### config.mk
export PLATFORM = sky130hd
export DESIGN_NAME = smtp_command_line_parser
export DESIGN_NICKNAME = d
export VERILOG_FILES = /design/src/design/smtpclp_pkg.sv /design/src/design/smtpclp_in_stage.sv /design/src/design/smtpclp_parse.sv /design/src/design/smtpclp_out_stage.sv /design/src/design/smtp_command_line_parser.sv
export SDC_FILE = /design/constraint.sdc
export NUM_CORES = 1
export LEC_CHECK = 0
export ABC_CLOCK_PERIOD_IN_PS = 5500
export BUFFER_PORTS_ARGS = -buffer_cell sky130_fd_sc_hd__clkbuf_2
export CAP_MARGIN = 20
export CORE_MARGIN = 5
export CORE_UTILIZATION = 50
export DETAILED_ROUTE_END_ITERATION = 10
export HOLD_SLACK_MARGIN = 0.02
export PLACE_DENSITY_LB_ADDON = 0.05
export SETUP_SLACK_MARGIN = 0.02
export SLEW_MARGIN = 20
export SYNTH_ARGS = -nofsm -noshare
export SYNTH_HDL_FRONTEND = slang
export SYNTH_SLANG_ARGS = --single-unit
### constraint.sdc
create_clock -name clk_i -period 5.5 [get_ports clk_i]
set_input_delay 0.55 -clock clk_i [delete_from_list [all_inputs] [get_ports clk_i]]
set_output_delay 0.55 -clock clk_i [all_outputs]
set_load 0.005 [all_outputs]
### src/design/smtpclp_pkg.sv
package smtpclp_pkg;

  // Longest line accepted, in bytes
  localparam int MAX_LINE_DEFAULT = 512;

  // Verdict status codes
  localparam logic [2:0] ST_OK       = 3'd0;
  localparam logic [2:0] ST_UNKNOWN  = 3'd1;
  localparam logic [2:0] ST_BAD_VERB = 3'd2;
  localparam logic [2:0] ST_BARE_CR  = 3'd3;
  localparam logic [2:0] ST_TOO_LONG = 3'd4;

  // Delimiter bytes
  localparam logic [7:0] CH_SPACE = 8'h20;
  localparam logic [7:0] CH_COLON = 8'h3A;
  localparam logic [7:0] CH_CR    = 8'h0D;
  localparam logic [7:0] CH_LF    = 8'h0A;

  // Known verbs, upper case, first letter in the top byte; index is the command code
  localparam int NUM_VERBS = 11;
  localparam logic [31:0] VERB_TABLE [NUM_VERBS] = '{
    32'h48454C4F,  // HELO
    32'h45484C4F,  // EHLO
    32'h4D41494C,  // MAIL
    32'h52435054,  // RCPT
    32'h44415441,  // DATA
    32'h51554954,  // QUIT
    32'h4E4F4F50,  // NOOP
    32'h4558504E,  // EXPN
    32'h52534554,  // RSET
    32'h48454C50,  // HELP
    32'h56524659   // VRFY
  };

  // One input transaction
  typedef struct packed {
    logic [7:0] data;
    logic       last;
  } in_item_t;

  // One result transaction
  typedef struct packed {
    logic       arg_valid;
    logic [8:0] arg_start;
    logic [9:0] arg_len;
    logic [7:0] arg_number;
    logic       line_done;
    logic       accepted;
    logic [3:0] command;
    logic [2:0] status;
    logic [8:0] arg_total;
  } result_t;

  // Match a packed verb against the table: {hit, code}
  function automatic logic [4:0] verb_lookup(input logic [31:0] verb);
    logic [4:0] r;
    r = '0;
    for (int i = NUM_VERBS - 1; i >= 0; i--) begin
      if (VERB_TABLE[i] == verb) begin
        r = {1'b1, 4'(i)};
      end
    end
    return r;
  endfunction

endpackage

### src/design/smtpclp_in_stage.sv
module smtpclp_in_stage (
  input  logic                  clk_i,
  input  logic                  rst_ni,
  input  logic                  in_valid_i,
  output logic                  in_stall_o,
  input  smtpclp_pkg::in_item_t item_i,
  input  logic                  take_i,
  output logic                  valid_o,
  output smtpclp_pkg::in_item_t item_o
);
  import smtpclp_pkg::*;

  logic     valid_q;
  in_item_t item_q;

  // Hold the register while it is full and not consumed
  assign in_stall_o = valid_q && !take_i;

  always_ff @(posedge clk_i or negedge rst_ni) begin
    if (!rst_ni) begin
      valid_q <= 1'b0;
    end else if (!in_stall_o) begin
      valid_q <= in_valid_i;
    end
  end

  always_ff @(posedge clk_i) begin
    if (!in_stall_o && in_valid_i) begin
      item_q <= item_i;
    end
  end

  assign valid_o = valid_q;
  assign item_o  = item_q;

endmodule

### src/design/smtpclp_parse.sv
module smtpclp_parse #(
  parameter int MaxLine = smtpclp_pkg::MAX_LINE_DEFAULT
) (
  input  logic                  clk_i,
  input  logic                  rst_ni,
  input  logic                  take_i,
  input  smtpclp_pkg::in_item_t item_i,
  output logic                  res_valid_o,
  output smtpclp_pkg::result_t  res_o
);
  import smtpclp_pkg::*;

  localparam int PosW = $clog2(MaxLine + 1);

  // Parser phases
  localparam logic [2:0] PH_VERB = 3'd0;
  localparam logic [2:0] PH_SEP  = 3'd1;
  localparam logic [2:0] PH_ARG  = 3'd2;
  localparam logic [2:0] PH_CR   = 3'd3;
  localparam logic [2:0] PH_DONE = 3'd4;
  localparam logic [2:0] PH_FAIL = 3'd5;

  logic [2:0]      phase_q, phase_d;
  logic [31:0]     verb_q, verb_d;
  logic [2:0]      vlen_q, vlen_d;
  logic [PosW-1:0] pos_q, pos_d;
  logic [PosW-1:0] astart_q, astart_d;
  logic [8:0]      acnt_q, acnt_d;
  logic [3:0]      code_q, code_d;
  logic [2:0]      lstat_q, lstat_d;

  logic            delim, upper, lower, letter, space_col;
  logic [7:0]      ch, ch_up;
  logic [31:0]     vb;
  logic [2:0]      vl;
  logic [4:0]      hit;
  logic            emit, fail;
  logic [2:0]      fail_code;
  logic [PosW-1:0] emit_start, emit_len;
  result_t         res;

  // Phase that follows a closed word
  function automatic logic [2:0] after_word(input logic [7:0] c);
    logic [2:0] p;
    if (c == CH_SPACE || c == CH_COLON) begin
      p = PH_SEP;
    end else if (c == CH_CR) begin
      p = PH_CR;
    end else begin
      p = PH_DONE;
    end
    return p;
  endfunction

  assign ch        = item_i.data;
  assign space_col = (ch == CH_SPACE) || (ch == CH_COLON);
  assign delim     = space_col || (ch == CH_CR) || (ch == CH_LF);
  assign upper     = (ch >= 8'h41) && (ch <= 8'h5A);
  assign lower     = (ch >= 8'h61) && (ch <= 8'h7A);
  assign letter    = upper || lower;
  assign ch_up     = lower ? (ch - 8'h20) : ch;

  // Verb shift register as it stands after this byte
  always_comb begin
    vb = verb_q;
    vl = vlen_q;
    if (!delim) begin
      if (vlen_q < 3'd4) begin
        vb = {verb_q[23:0], ch_up};
      end
      if (vlen_q < 3'd5) begin
        vl = vlen_q + 3'd1;
      end
    end
  end

  assign hit = verb_lookup(vb);

  // Per-byte step
  always_comb begin
    phase_d    = phase_q;
    verb_d     = verb_q;
    vlen_d     = vlen_q;
    pos_d      = pos_q;
    astart_d   = astart_q;
    acnt_d     = acnt_q;
    code_d     = code_q;
    lstat_d    = lstat_q;
    emit       = 1'b0;
    emit_start = astart_q;
    emit_len   = '0;
    fail       = 1'b0;
    fail_code  = ST_OK;
    res        = '0;

    if (pos_q >= PosW'(MaxLine)) begin
      fail      = 1'b1;
      fail_code = ST_TOO_LONG;
    end else begin
      pos_d = pos_q + PosW'(1);
      case (phase_q)
        PH_VERB: begin
          if (!delim && !letter) begin
            fail      = 1'b1;
            fail_code = ST_BAD_VERB;
          end else begin
            verb_d = vb;
            vlen_d = vl;
            if (delim || item_i.last) begin
              if (vl != 3'd4 || !hit[4]) begin
                fail      = 1'b1;
                fail_code = ST_UNKNOWN;
              end else begin
                code_d  = hit[3:0];
                phase_d = after_word(ch);
              end
            end
          end
        end
        PH_SEP: begin
          if (ch == CH_CR) begin
            phase_d = PH_CR;
          end else if (ch == CH_LF) begin
            phase_d = PH_DONE;
          end else if (!space_col) begin
            astart_d = pos_q;
            if (item_i.last) begin
              emit       = 1'b1;
              emit_start = pos_q;
              emit_len   = PosW'(1);
              phase_d    = PH_DONE;
            end else begin
              phase_d = PH_ARG;
            end
          end
        end
        PH_ARG: begin
          if (delim || item_i.last) begin
            emit       = 1'b1;
            emit_start = astart_q;
            emit_len   = pos_q - astart_q + (delim ? PosW'(0) : PosW'(1));
            phase_d    = after_word(ch);
          end
        end
        PH_CR: begin
          if (ch == CH_LF) begin
            phase_d = PH_DONE;
          end else begin
            fail      = 1'b1;
            fail_code = ST_BARE_CR;
          end
        end
        default: begin
        end
      endcase
    end

    // First error of the line wins
    if (fail) begin
      phase_d = PH_FAIL;
      if (lstat_q == ST_OK) begin
        lstat_d = fail_code;
      end
    end

    if (emit) begin
      res.arg_valid  = 1'b1;
      res.arg_start  = 9'(emit_start);
      res.arg_len    = 10'(emit_len);
      res.arg_number = acnt_q[7:0];
      if (acnt_q < 9'd511) begin
        acnt_d = acnt_q + 9'd1;
      end
    end

    // Verdict, then start a fresh line
    if (item_i.last) begin
      res.line_done = 1'b1;
      res.accepted  = (lstat_d == ST_OK);
      res.command   = code_d;
      res.status    = lstat_d;
      res.arg_total = acnt_d;
      phase_d  = PH_VERB;
      verb_d   = '0;
      vlen_d   = '0;
      pos_d    = '0;
      astart_d = '0;
      acnt_d   = '0;
      code_d   = '0;
      lstat_d  = ST_OK;
    end
  end

  always_ff @(posedge clk_i or negedge rst_ni) begin
    if (!rst_ni) begin
      phase_q  <= PH_VERB;
      verb_q   <= '0;
      vlen_q   <= '0;
      pos_q    <= '0;
      astart_q <= '0;
      acnt_q   <= '0;
      code_q   <= '0;
      lstat_q  <= ST_OK;
    end else if (take_i) begin
      phase_q  <= phase_d;
      verb_q   <= verb_d;
      vlen_q   <= vlen_d;
      pos_q    <= pos_d;
      astart_q <= astart_d;
      acnt_q   <= acnt_d;
      code_q   <= code_d;
      lstat_q  <= lstat_d;
    end
  end

  assign res_o       = res;
  assign res_valid_o = res.arg_valid || res.line_done;

endmodule

### src/design/smtpclp_out_stage.sv
module smtpclp_out_stage (
  input  logic                 clk_i,
  input  logic                 rst_ni,
  input  logic                 load_i,
  input  smtpclp_pkg::result_t res_i,
  output logic                 free_o,
  output logic                 out_valid_o,
  input  logic                 out_stall_i,
  output smtpclp_pkg::result_t res_o
);
  import smtpclp_pkg::*;

  logic    valid_q;
  result_t res_q;

  // Slot can take a new result when empty or being drained
  assign free_o = !valid_q || !out_stall_i;

  always_ff @(posedge clk_i or negedge rst_ni) begin
    if (!rst_ni) begin
      valid_q <= 1'b0;
    end else if (free_o) begin
      valid_q <= load_i;
    end
  end

  always_ff @(posedge clk_i) begin
    if (free_o && load_i) begin
      res_q <= res_i;
    end
  end

  assign out_valid_o = valid_q;
  assign res_o       = res_q;

endmodule

### src/design/smtp_command_line_parser.sv
// SMTP command line parser. Bytes of a command line enter one per transaction,
// with line_end_i set on the final byte; results leave on the output channel, one
// for each byte that closes an argument and/or ends the line (the verdict carries
// accepted, command, status and the argument count). A new byte is taken every
// clock cycle as long as results are drained. A byte's result passes through the
// input register, then the result register, before it reaches the output. The rate
// is set by the parse step, which updates the line state for every byte.
module smtp_command_line_parser #(
  parameter int MaxLine = smtpclp_pkg::MAX_LINE_DEFAULT
) (
  input  logic       clk_i,
  input  logic       rst_ni,
  input  logic       in_valid_i,
  output logic       in_stall_o,
  input  logic [7:0] byte_in_i,
  input  logic       line_end_i,
  output logic       out_valid_o,
  input  logic       out_stall_i,
  output logic       arg_valid_o,
  output logic [8:0] arg_start_o,
  output logic [9:0] arg_len_o,
  output logic [7:0] arg_number_o,
  output logic       line_done_o,
  output logic       accepted_o,
  output logic [3:0] command_o,
  output logic [2:0] status_o,
  output logic [8:0] arg_total_o
);
  import smtpclp_pkg::*;

  in_item_t in_item, cur_item;
  logic     cur_valid, take, out_free, res_valid;
  result_t  res, res_out;

  assign in_item.data = byte_in_i;
  assign in_item.last = line_end_i;

  // Step the parser when a byte is held and the result slot is free
  assign take = cur_valid && out_free;

  smtpclp_in_stage u_in (
    .clk_i      (clk_i),
    .rst_ni     (rst_ni),
    .in_valid_i (in_valid_i),
    .in_stall_o (in_stall_o),
    .item_i     (in_item),
    .take_i     (take),
    .valid_o    (cur_valid),
    .item_o     (cur_item)
  );

  smtpclp_parse #(
    .MaxLine (MaxLine)
  ) u_parse (
    .clk_i       (clk_i),
    .rst_ni      (rst_ni),
    .take_i      (take),
    .item_i      (cur_item),
    .res_valid_o (res_valid),
    .res_o       (res)
  );

  smtpclp_out_stage u_out (
    .clk_i       (clk_i),
    .rst_ni      (rst_ni),
    .load_i      (take && res_valid),
    .res_i       (res),
    .free_o      (out_free),
    .out_valid_o (out_valid_o),
    .out_stall_i (out_stall_i),
    .res_o       (res_out)
  );

  assign arg_valid_o  = res_out.arg_valid;
  assign arg_start_o  = res_out.arg_start;
  assign arg_len_o    = res_out.arg_len;
  assign arg_number_o = res_out.arg_number;
  assign line_done_o  = res_out.line_done;
  assign accepted_o   = res_out.accepted;
  assign command_o    = res_out.command;
  assign status_o     = res_out.status;
  assign arg_total_o  = res_out.arg_total;

`ifndef SYNTHESIS
  // Input backs up only behind a full, stalled result slot
  a_stall_cause: assert property (@(posedge clk_i) disable iff (!rst_ni)
    in_stall_o |-> (out_valid_o && out_stall_i))
    else $error("input stalled without output backpressure");

  // No empty result transactions
  a_no_empty: assert property (@(posedge clk_i) disable iff (!rst_ni)
    out_valid_o |-> (arg_valid_o || line_done_o))
    else $error("result carries neither argument nor verdict");

  // Verdict flag agrees with the status code
  a_verdict: assert property (@(posedge clk_i) disable iff (!rst_ni)
    (out_valid_o && line_done_o) |-> (accepted_o == (status_o == ST_OK)))
    else $error("accepted does not match status");

  // Argument fields are zero when no argument is reported
  a_arg_zero: assert property (@(posedge clk_i) disable iff (!rst_ni)
    (out_valid_o && !arg_valid_o) |-> (arg_len_o == '0 && arg_start_o == '0))
    else $error("argument fields set without an argument");
`endif

endmodule

# Word-level counts from Yosys, hierarchy flattened
# Index checks and enable logic that the tools add are counted.
# totals
word_cells	194
in_bits	13
ff_bits	131
out_inout_bits	48
# classes
reduce_logical	34
n_eq_ne	31
muxes	93
bitwise_logic	1
add_sub_neg	6
n_lt_le_gt_ge	8
# op_table
cell	n
31-bit by 32-bit equality test with 1-bit output, first input constant	11
32-bit 2-to-1 mux	6
10-bit 2-to-1 mux	13
9-bit 2-to-1 mux	9
3-bit 2-to-1 mux	25
5-bit 2-to-1 mux	11
28-bit 2-to-1 mux	1
4-bit 2-to-1 mux	6
10-bit case mux with 2 select lines	1
18-bit 2-to-1 mux	1
8-bit by 4-bit equality test with 1-bit output, second input constant	2
8-bit by 6-bit equality test with 1-bit output, second input constant	2
8-bit by 7-bit >= comparator with 1-bit output, second input constant	2
8-bit by 7-bit <= comparator with 1-bit output, second input constant	2
1-bit 2-to-1 mux	14
4-bit by 2-bit != test with 1-bit output, second input constant	3
3-bit case mux with 4 select lines	1
10-bit by 1-bit adder with 10-bit output, second input constant	1
10-bit adder	1
10-bit >= comparator, second input constant	1
2-bit != test, second input constant	5
10-bit subtractor	1
9-bit by 1-bit adder with 9-bit output, second input constant	1
3-bit zero test	3
other kinds (25)	50

# Logic depth before layout (Yosys ltp)
# depth
word_depth	31
depth_mapped	18
mapped_depth_nobuf	16

# Hierarchy
# From an unflattened synthesis, not the netlist that was laid out.
# unflattened
cells_unflattened	777
area_unflattened_um2	7733.7
# modules_own_cells
mod	instances	cells_per_inst	area_per_inst_um2	seq_area_each_um2
smtpclp_parse	1	711	5964.5	1851.8
smtpclp_out_stage	1	50	1428.9	1406.3
smtpclp_in_stage	1	14	327.8	295.3
smtp_command_line_parser	1	2	12.5	0.0

# Least setup slack after synthesis
# OpenSTA, ideal clock, no wires.
# synth_timing
kind	register -> register
from	register u_in.item_q, in the netlist u_in.item_o[2]
to	register u_out.res_q, in the netlist u_out.res_o[0], enable pin
slack_ns	0.800
t_required_ns	5.033
t_arrival_ns	4.234
path_buffers	2
setup_time_ns	0.467
period_less_slack_ns	4.700
path_stages_with_launch	10
path_cell_list	edfxtp_1 > buf_4 > nor4_1 > a32o_1 > or3_1 > buf_2 > nor2_1 > nor2b_1 > nand2_1 > a21oi_1
# synth_between
elab_chain_cells	12
elab_cells_between_ends	18
classes_between	4 x eq/ne; 7 x mux; 7 x reduce/logical
# synth_rtl
item	line	text
from (decl)	smtpclp_in_stage.sv:14	in_item_t item_q;
from (signal assigned)	smtpclp_in_stage.sv:29	item_q <= item_i;
8-bit by 6-bit equality test with 1-bit output	smtpclp_parse.sv:56	assign space_col = (ch == CH_SPACE) || (ch == CH_COLON);
1-bit logical OR	smtpclp_parse.sv:56	
1-bit logical OR (2 in a row)	smtpclp_parse.sv:57	assign delim = space_col || (ch == CH_CR) || (ch == CH_LF);
1-bit logical OR	smtpclp_parse.sv:138	if (delim || item_i.last) begin
1-bit 2-to-1 mux	smtpclp_parse.sv:138	
1-bit case mux with 2 select lines (*)	smtpclp_parse.sv:101	case (phase_q)
1-bit 2-to-1 mux (*)	smtpclp_parse.sv:96	if (pos_q >= PosW'(MaxLine)) begin
28-bit 2-to-1 mux (*)	smtpclp_parse.sv:166	if (emit) begin
1-bit logical OR (*)	smtpclp_parse.sv:217	assign res_valid_o = res.arg_valid || res.line_done;
1-bit logical AND (*)	smtp_command_line_parser.sv:66	.load_i (take && res_valid),
1-bit logical AND (*)	smtpclp_out_stage.sv:28	if (free_o && load_i) begin
to (signal assigned)	smtpclp_out_stage.sv:29	res_q <= res_i;
to (decl)	smtpclp_out_stage.sv:14	result_t res_q;
# Mark *: on every way between the ends. The rest lies on a longest branch, timed or not.
# A chain may end at the register's enable or synchronous reset.

# Worst setup path after layout
# layout_timing
from	register u_in.item_q, in the netlist u_in.item_o[1]
to	register u_out.res_q, in the netlist u_out.res_o[34] (data pin)
# layout_between
elab_chain_cells	10
elab_cells_between_ends	22
classes_between	1 x add/sub; 4 x eq/ne; 11 x mux; 1 x bitwise; 5 x reduce/logical
# layout_rtl
item
branches (longest 10 deep; another with 10-bit adder)
# Several ways; the timed one is not identified.

==> report_table.html <==
<table>
<tr><th>Metric</th><th>Value</th></tr>
<tr><th colspan="2">Worst setup path</th></tr>
<tr><td>FF-to-FF setup slack</td><td>approximately 1.3 ns</td></tr>
<tr><td>Category of cells accounting for the largest share of critical-path delay</td><td>simple AND/OR/NAND/NOR gates</td></tr>
<tr><td>CP max stage cell</td><td>sky130_fd_sc_hd__nor4_1</td></tr>
<tr><td>Buffering stage count on the worst path with inverters included</td><td>1</td></tr>
<tr><td>CP Cell Sequence</td><td>nand4bb_1 &gt; nor4_1 &gt; or3_1 &gt; inv_2 &gt; ha_1 &gt; fa_1 &gt; a21oi_1 &gt; nor2_1 &gt; nor2_1 &gt; o21bai_1 &gt; a21oi_1 &gt; o21bai_1 &gt; a21oi_1 &gt; xor2_1 &gt; nor2_1</td></tr>
<tr><td>Crit path to</td><td>u_out.res_o[34]$_SDFFCE_PP0P_</td></tr>
<tr><td>Data required time of the worst path</td><td>5.66 ns</td></tr>
<tr><td>Reg2Reg Launch Point</td><td>u_in.item_o[1]$_DFFE_PP_</td></tr>
<tr><td>Arrival time reported for the critical path endpoint</td><td>4.37 ns</td></tr>
<tr><td>Capture instance of the worst register-to-register path</td><td>u_out.res_o[34]$_SDFFCE_PP0P_</td></tr>
<tr><td>Maximum fanout count along the critical path</td><td>18</td></tr>
<tr><td>Startpoint kind of the worst setup timing path</td><td>register</td></tr>
<tr><td>Crit path depth</td><td>15</td></tr>
<tr><td>Critical path type</td><td>reg -&gt; reg</td></tr>
<tr><td>Count of cells along the worst register-to-register path</td><td>15</td></tr>
<tr><td>Highest cell delay on the worst timing path</td><td>0.62 ns</td></tr>
<tr><td>Kind of end point of the critical path</td><td>register</td></tr>
<tr><td>Timing startpoint of the critical path</td><td>u_in.item_o[1]$_DFFE_PP_</td></tr>
<tr><th colspan="2">Timing</th></tr>
<tr><td>Setup repair after global routing missed its margin</td><td>false</td></tr>
<tr><td>Slew @ Worst Pin</td><td>1.015 ns</td></tr>
<tr><td>Max-Slew Margin vs Limit</td><td>31.42%</td></tr>
<tr><td>Tmin final</td><td>4.206 ns</td></tr>
<tr><td>Setup skew after layout</td><td>0.01001 ns</td></tr>
<tr><td>Period utilisation layout</td><td>76.48%</td></tr>
<tr><td>Hold violation count in the final report</td><td>0</td></tr>
<tr><td>Setup Total Neg Slack</td><td>0 ns</td></tr>
<tr><td>Max-slew violation total from the final report</td><td>0</td></tr>
<tr><td>Final setup violation count</td><td>0</td></tr>
<tr><td>Hold Slack</td><td>0.1594 ns</td></tr>
<tr><td>Max Freq</td><td>roughly 0.24 GHz</td></tr>
<tr><th colspan="2">Min path</th></tr>
<tr><td>Worst hold-check path type</td><td>in -&gt; async</td></tr>
<tr><th colspan="2">Layout</th></tr>
<tr><td>Flip-flop and latch area</td><td>3553 µm²</td></tr>
<tr><td>Fillcell total</td><td>1426</td></tr>
<tr><td>Number of nets in the finished design</td><td>896</td></tr>
<tr><td>Diodes inserted</td><td>0</td></tr>
<tr><td>Layout cell share with drive strength beyond 1</td><td>14.37%</td></tr>
<tr><td>Final standard cell utilization of the core</td><td>57.33%</td></tr>
<tr><td>Final Non-Filler Cells</td><td>1086</td></tr>
<tr><td>P&amp;R area growth vs syn</td><td>13.31%</td></tr>
<tr><td>Area of combinational cells with multiple inputs</td><td>4129 µm²</td></tr>
<tr><th colspan="2">Clock network</th></tr>
<tr><td>Post CTS Setup Buffer Count</td><td>0</td></tr>
<tr><td>CTS Root Cell</td><td>sky130_fd_sc_hd__clkbuf_16</td></tr>
<tr><td>Total clock buffers created by CTS</td><td>17</td></tr>
<tr><td>Post-CTS clock slew at the launch and capture registers of the worst setup and hold paths</td><td>0.06 ns</td></tr>
<tr><td>Count of cells resized by post-cts repair</td><td>0</td></tr>
<tr><td>Number of hold buffers added after CTS</td><td>0</td></tr>
<tr><td>Insertion delay to the later sink of the worst-skew pair</td><td>0.42 ns</td></tr>
<tr><td>CTS tree</td><td>yes</td></tr>
<tr><td>Buffers from clock root to sink, at most</td><td>2</td></tr>
<tr><td>Number of H-tree levels</td><td>4</td></tr>
<tr><td>Clock Sinks</td><td>between 100 and 150</td></tr>
<tr><th colspan="2">Place</th></tr>
<tr><td>Number of buffers inserted by port buffering</td><td>60</td></tr>
<tr><td>Number of placed instances with taps included</td><td>1054</td></tr>
<tr><td>Routability-driven placement congestion ratio</td><td>0.9683</td></tr>
<tr><td>Detail Placement HPWL</td><td>approximately 15000 µm</td></tr>
<tr><th colspan="2">Route</th></tr>
<tr><td>Detailed Route WL</td><td>21580 µm</td></tr>
<tr><td>Vias after detailed routing</td><td>about 6700</td></tr>
<tr><td>Drt wl/cell</td><td>19.87 µm</td></tr>
<tr><td>Initial DRT Pass Iterations</td><td>6</td></tr>
<tr><td>Number of vias per cell</td><td>6.190</td></tr>
<tr><td>Post-detailed-route DRC marker count</td><td>0</td></tr>
<tr><td>Detailed router's first-iteration violation count</td><td>roughly 700</td></tr>
<tr><td>Count of antenna-violating nets left after detailed routing</td><td>0</td></tr>
<tr><th colspan="2">Power</th></tr>
<tr><td>Total Power</td><td>3.049 mW</td></tr>
<tr><td>VDD IR-drop max</td><td>roughly 0.21 mV</td></tr>
<tr><td>Static leakage</td><td>between 3 and 4 nW</td></tr>
<tr><td>Cell Pwr Density</td><td>approximately 340 nW/µm²</td></tr>
<tr><th colspan="2">Logic synthesis</th></tr>
<tr><td>Post-synth ARST share</td><td>58.02%</td></tr>
<tr><td>EDFF count, synth</td><td>55</td></tr>
<tr><td>Largest cells by area after synthesis</td><td>sky130_fd_sc_hd__dfrtp_1 24%, sky130_fd_sc_hd__edfxtp_1 21%, sky130_fd_sc_hd__a22o_1 4.5%</td></tr>
<tr><td>Mapped Nets</td><td>859</td></tr>
<tr><td>Post-synth top area share</td><td>between 20% and 30%</td></tr>
<tr><td>Share of the yosys chip area belonging to registers</td><td>44.54%</td></tr>
<tr><td>Mean instance size in the synthesized netlist</td><td>9.730 µm²</td></tr>
<tr><td>Flip-flop cell with the highest count after synthesis</td><td>sky130_fd_sc_hd__dfrtp_1</td></tr>
<tr><td>Post-Synthesis Cell Area</td><td>7979 µm²</td></tr>
<tr><td>Post-synthesis sequential element count</td><td>131</td></tr>
<tr><td>Synth warn</td><td>0</td></tr>
<tr><td>Largest area contributor in the synthesized netlist</td><td>sky130_fd_sc_hd__dfrtp_1</td></tr>
<tr><td>Number of instances in the synthesized netlist</td><td>820</td></tr>
<tr><td>Library cells used by synthesis</td><td>79</td></tr>
<tr><th colspan="2">Floorplan</th></tr>
<tr><td>Floorplan die height</td><td>136.3 µm</td></tr>
<tr><td>Core ar.</td><td>15770 µm²</td></tr>
<tr><td>Starting utilization of the core area</td><td>50.60%</td></tr>
<tr><td>Top Ports</td><td>between 60 and 70</td></tr>
<tr><td>Die ar.</td><td>18580 µm²</td></tr>
<tr><td>Horizontal die dimension</td><td>136.3 µm</td></tr>
<tr><td>Total number of placement rows</td><td>46</td></tr>
<tr><th colspan="2">Outcome</th></tr>
<tr><td>Outcome</td><td>completed</td></tr>
<tr><th colspan="2">Global route</th></tr>
<tr><td>Initial antenna violation count</td><td>0</td></tr>
<tr><td>Maximum number of pins on one net before global-route repair</td><td>between 70 and 80</td></tr>
<tr><td>Global-route wire length before repair</td><td>34560 µm</td></tr>
<tr><td>Vias in the first global route</td><td>6515</td></tr>
<tr><td>GRT overflow</td><td>0</td></tr>
<tr><td>Global-route usage over all layers</td><td>about a quarter</td></tr>
<tr><th colspan="2">Flow run</th></tr>
<tr><td>Max Cap Viol</td><td>0</td></tr>
</table>
-- logic make-up (layout without fill, tap and decap cells) --
| group | after synthesis | after routing | share of synthesized area, % |
|---|---|---|---|
| compound gates | 163 | 163 | 14.49 |
| xor+xnor | 20 | 20 | 2.195 |
| fa+ha+maj | 26 | 26 | 4.171 |
| buf+inv | 79 | 129 | 3.983 |
| flops | 131 | 131 | 44.53 |
| mux | 27 | 27 | 3.560 |
| simple gates | 374 | 374 | 27.07 |
-- synth_stat cells, types with 8 or more instances --
library cell               count
sky130_fd_sc_hd__nor3b_1      11
sky130_fd_sc_hd__nor3_1       29
sky130_fd_sc_hd__nand4_1      19
sky130_fd_sc_hd__ha_1         25
sky130_fd_sc_hd__o21ai_0      22
sky130_fd_sc_hd__edfxtp_1     55
sky130_fd_sc_hd__nor2b_1       9
sky130_fd_sc_hd__clkbuf_1     38
sky130_fd_sc_hd__xnor2_1      10
sky130_fd_sc_hd__mux2i_1      22
sky130_fd_sc_hd__a22o_1       41
sky130_fd_sc_hd__nor4bb_1     15
sky130_fd_sc_hd__nand3_1      29
sky130_fd_sc_hd__inv_1        27
sky130_fd_sc_hd__nor4_1       25
sky130_fd_sc_hd__dfrtp_1      76
sky130_fd_sc_hd__and2_1       19
sky130_fd_sc_hd__xor2_1       10
sky130_fd_sc_hd__a21oi_1      40
sky130_fd_sc_hd__or3_1         8
sky130_fd_sc_hd__nor2_1       81
sky130_fd_sc_hd__and3_1       13
sky130_fd_sc_hd__nor4b_1       8
sky130_fd_sc_hd__nand2_1      58
-- sequential cells by signal (all words and copies together), names as in the netlist --
register,cells
u_parse.code_q,4
u_out.res_o,46
u_parse.phase_q,3
u_in.item_o,9
u_parse.lstat_q,3
u_parse.astart_q,10
u_parse.vlen_q,3
u_parse.acnt_q,9
u_in.valid_o,1
u_parse.verb_q,32
u_parse.pos_q,10
u_out.out_valid_o,1
-- power breakdown --
| group | internal (mW) | switching, mW | total (mW) |
|---|---|---|---|
| Sequential | 1.11 | 0.102 | 1.21 |
| Clock | 0.718 | 0.457 | 1.18 |
| Combinational | 0.269 | 0.396 | 0.665 |
-- cell type report --
| class | instances | share of cell area, % |
|---|---|---|
| clock buffer | 18 | 4.747 |
| clock inverter | 14 | 1.993 |
| inverter | 28 | 1.162 |
| multi-input combinational | 610 | 45.67 |
| sequential | 131 | 39.30 |
| tap | 216 | 2.989 |
| timing repair buffer | 69 | 4.138 |
-- worst min path at each step --
stage | end | slack (ns) | depth (start not counted)
after floorplan | u_in.valid_o$_DFFE_PN0N_ | 0.25 | 0
after global placement | u_parse.code_q[0]$_DFFE_PN0P_ | 0.50 | 2
after detailed placement | u_parse.code_q[1]$_DFFE_PN0P_ | 0.51 | 2
after CTS | u_in.item_o[6]$_DFFE_PP_ | 0.28 | 1
after global routing | u_parse.verb_q[17]$_DFFE_PN0P_ | 0.22 | 1
final | u_parse.verb_q[17]$_DFFE_PN0P_ | 0.16 | 1
-- metal layers --
layer | wire length (µm) | share of wire (%) | up-vias | track usage [%]
met5 | 0 | 0 | - | 0
met4 | 635 | 2.9 | 0 | 9.071
met3 | 1266 | 5.9 | 62 | 5.070
met2 | 10430 | 48 | 249 | 38.99
met1 | 9255 | 43 | 3247 | 30.61
li1 | - | - | 3164 | -
-- cell usage in the layout (no fill, tap or decap), types with 6 or more instances in the layout --
cell type / n
sky130_fd_sc_hd__clkbuf_2: 59
sky130_fd_sc_hd__ha_1: 25
sky130_fd_sc_hd__nor4bb_1: 15
sky130_fd_sc_hd__o22ai_1: 6
sky130_fd_sc_hd__or3_1: 8
sky130_fd_sc_hd__clkbuf_16: 17
sky130_fd_sc_hd__nand3b_1: 7
sky130_fd_sc_hd__a21oi_1: 39
sky130_fd_sc_hd__and3_1: 13
sky130_fd_sc_hd__nor2b_1: 9
sky130_fd_sc_hd__nor3_1: 29
sky130_fd_sc_hd__xor2_1: 10
sky130_fd_sc_hd__nand4_1: 19
sky130_fd_sc_hd__and2_1: 19
sky130_fd_sc_hd__nand3_1: 29
sky130_fd_sc_hd__nor3b_1: 11
sky130_fd_sc_hd__mux2i_1: 22
sky130_fd_sc_hd__a22o_1: 41
sky130_fd_sc_hd__nor2_1: 81
sky130_fd_sc_hd__edfxtp_1: 55
sky130_fd_sc_hd__nor4_1: 24
sky130_fd_sc_hd__dfrtp_1: 76
sky130_fd_sc_hd__nor4b_1: 8
sky130_fd_sc_hd__o21ai_0: 22
sky130_fd_sc_hd__nand4b_1: 7
sky130_fd_sc_hd__buf_4: 9
sky130_fd_sc_hd__inv_1: 27
sky130_fd_sc_hd__nand2_1: 58
sky130_fd_sc_hd__nand2b_1: 7
sky130_fd_sc_hd__xnor2_1: 10
sky130_fd_sc_hd__or4_1: 6
-- metrics by stage --
step,instance area [µm²],setup slack [ns]
2_1_floorplan,7979,0.7998
3_3_place_gp,8428,1.527
3_5_place_dp,8428,1.379
4_1_cts,9037,1.369
5_1_grt,9041,1.022
6_report,9041,1.294
Note: power is estimated with default switching activity, not from simulation.
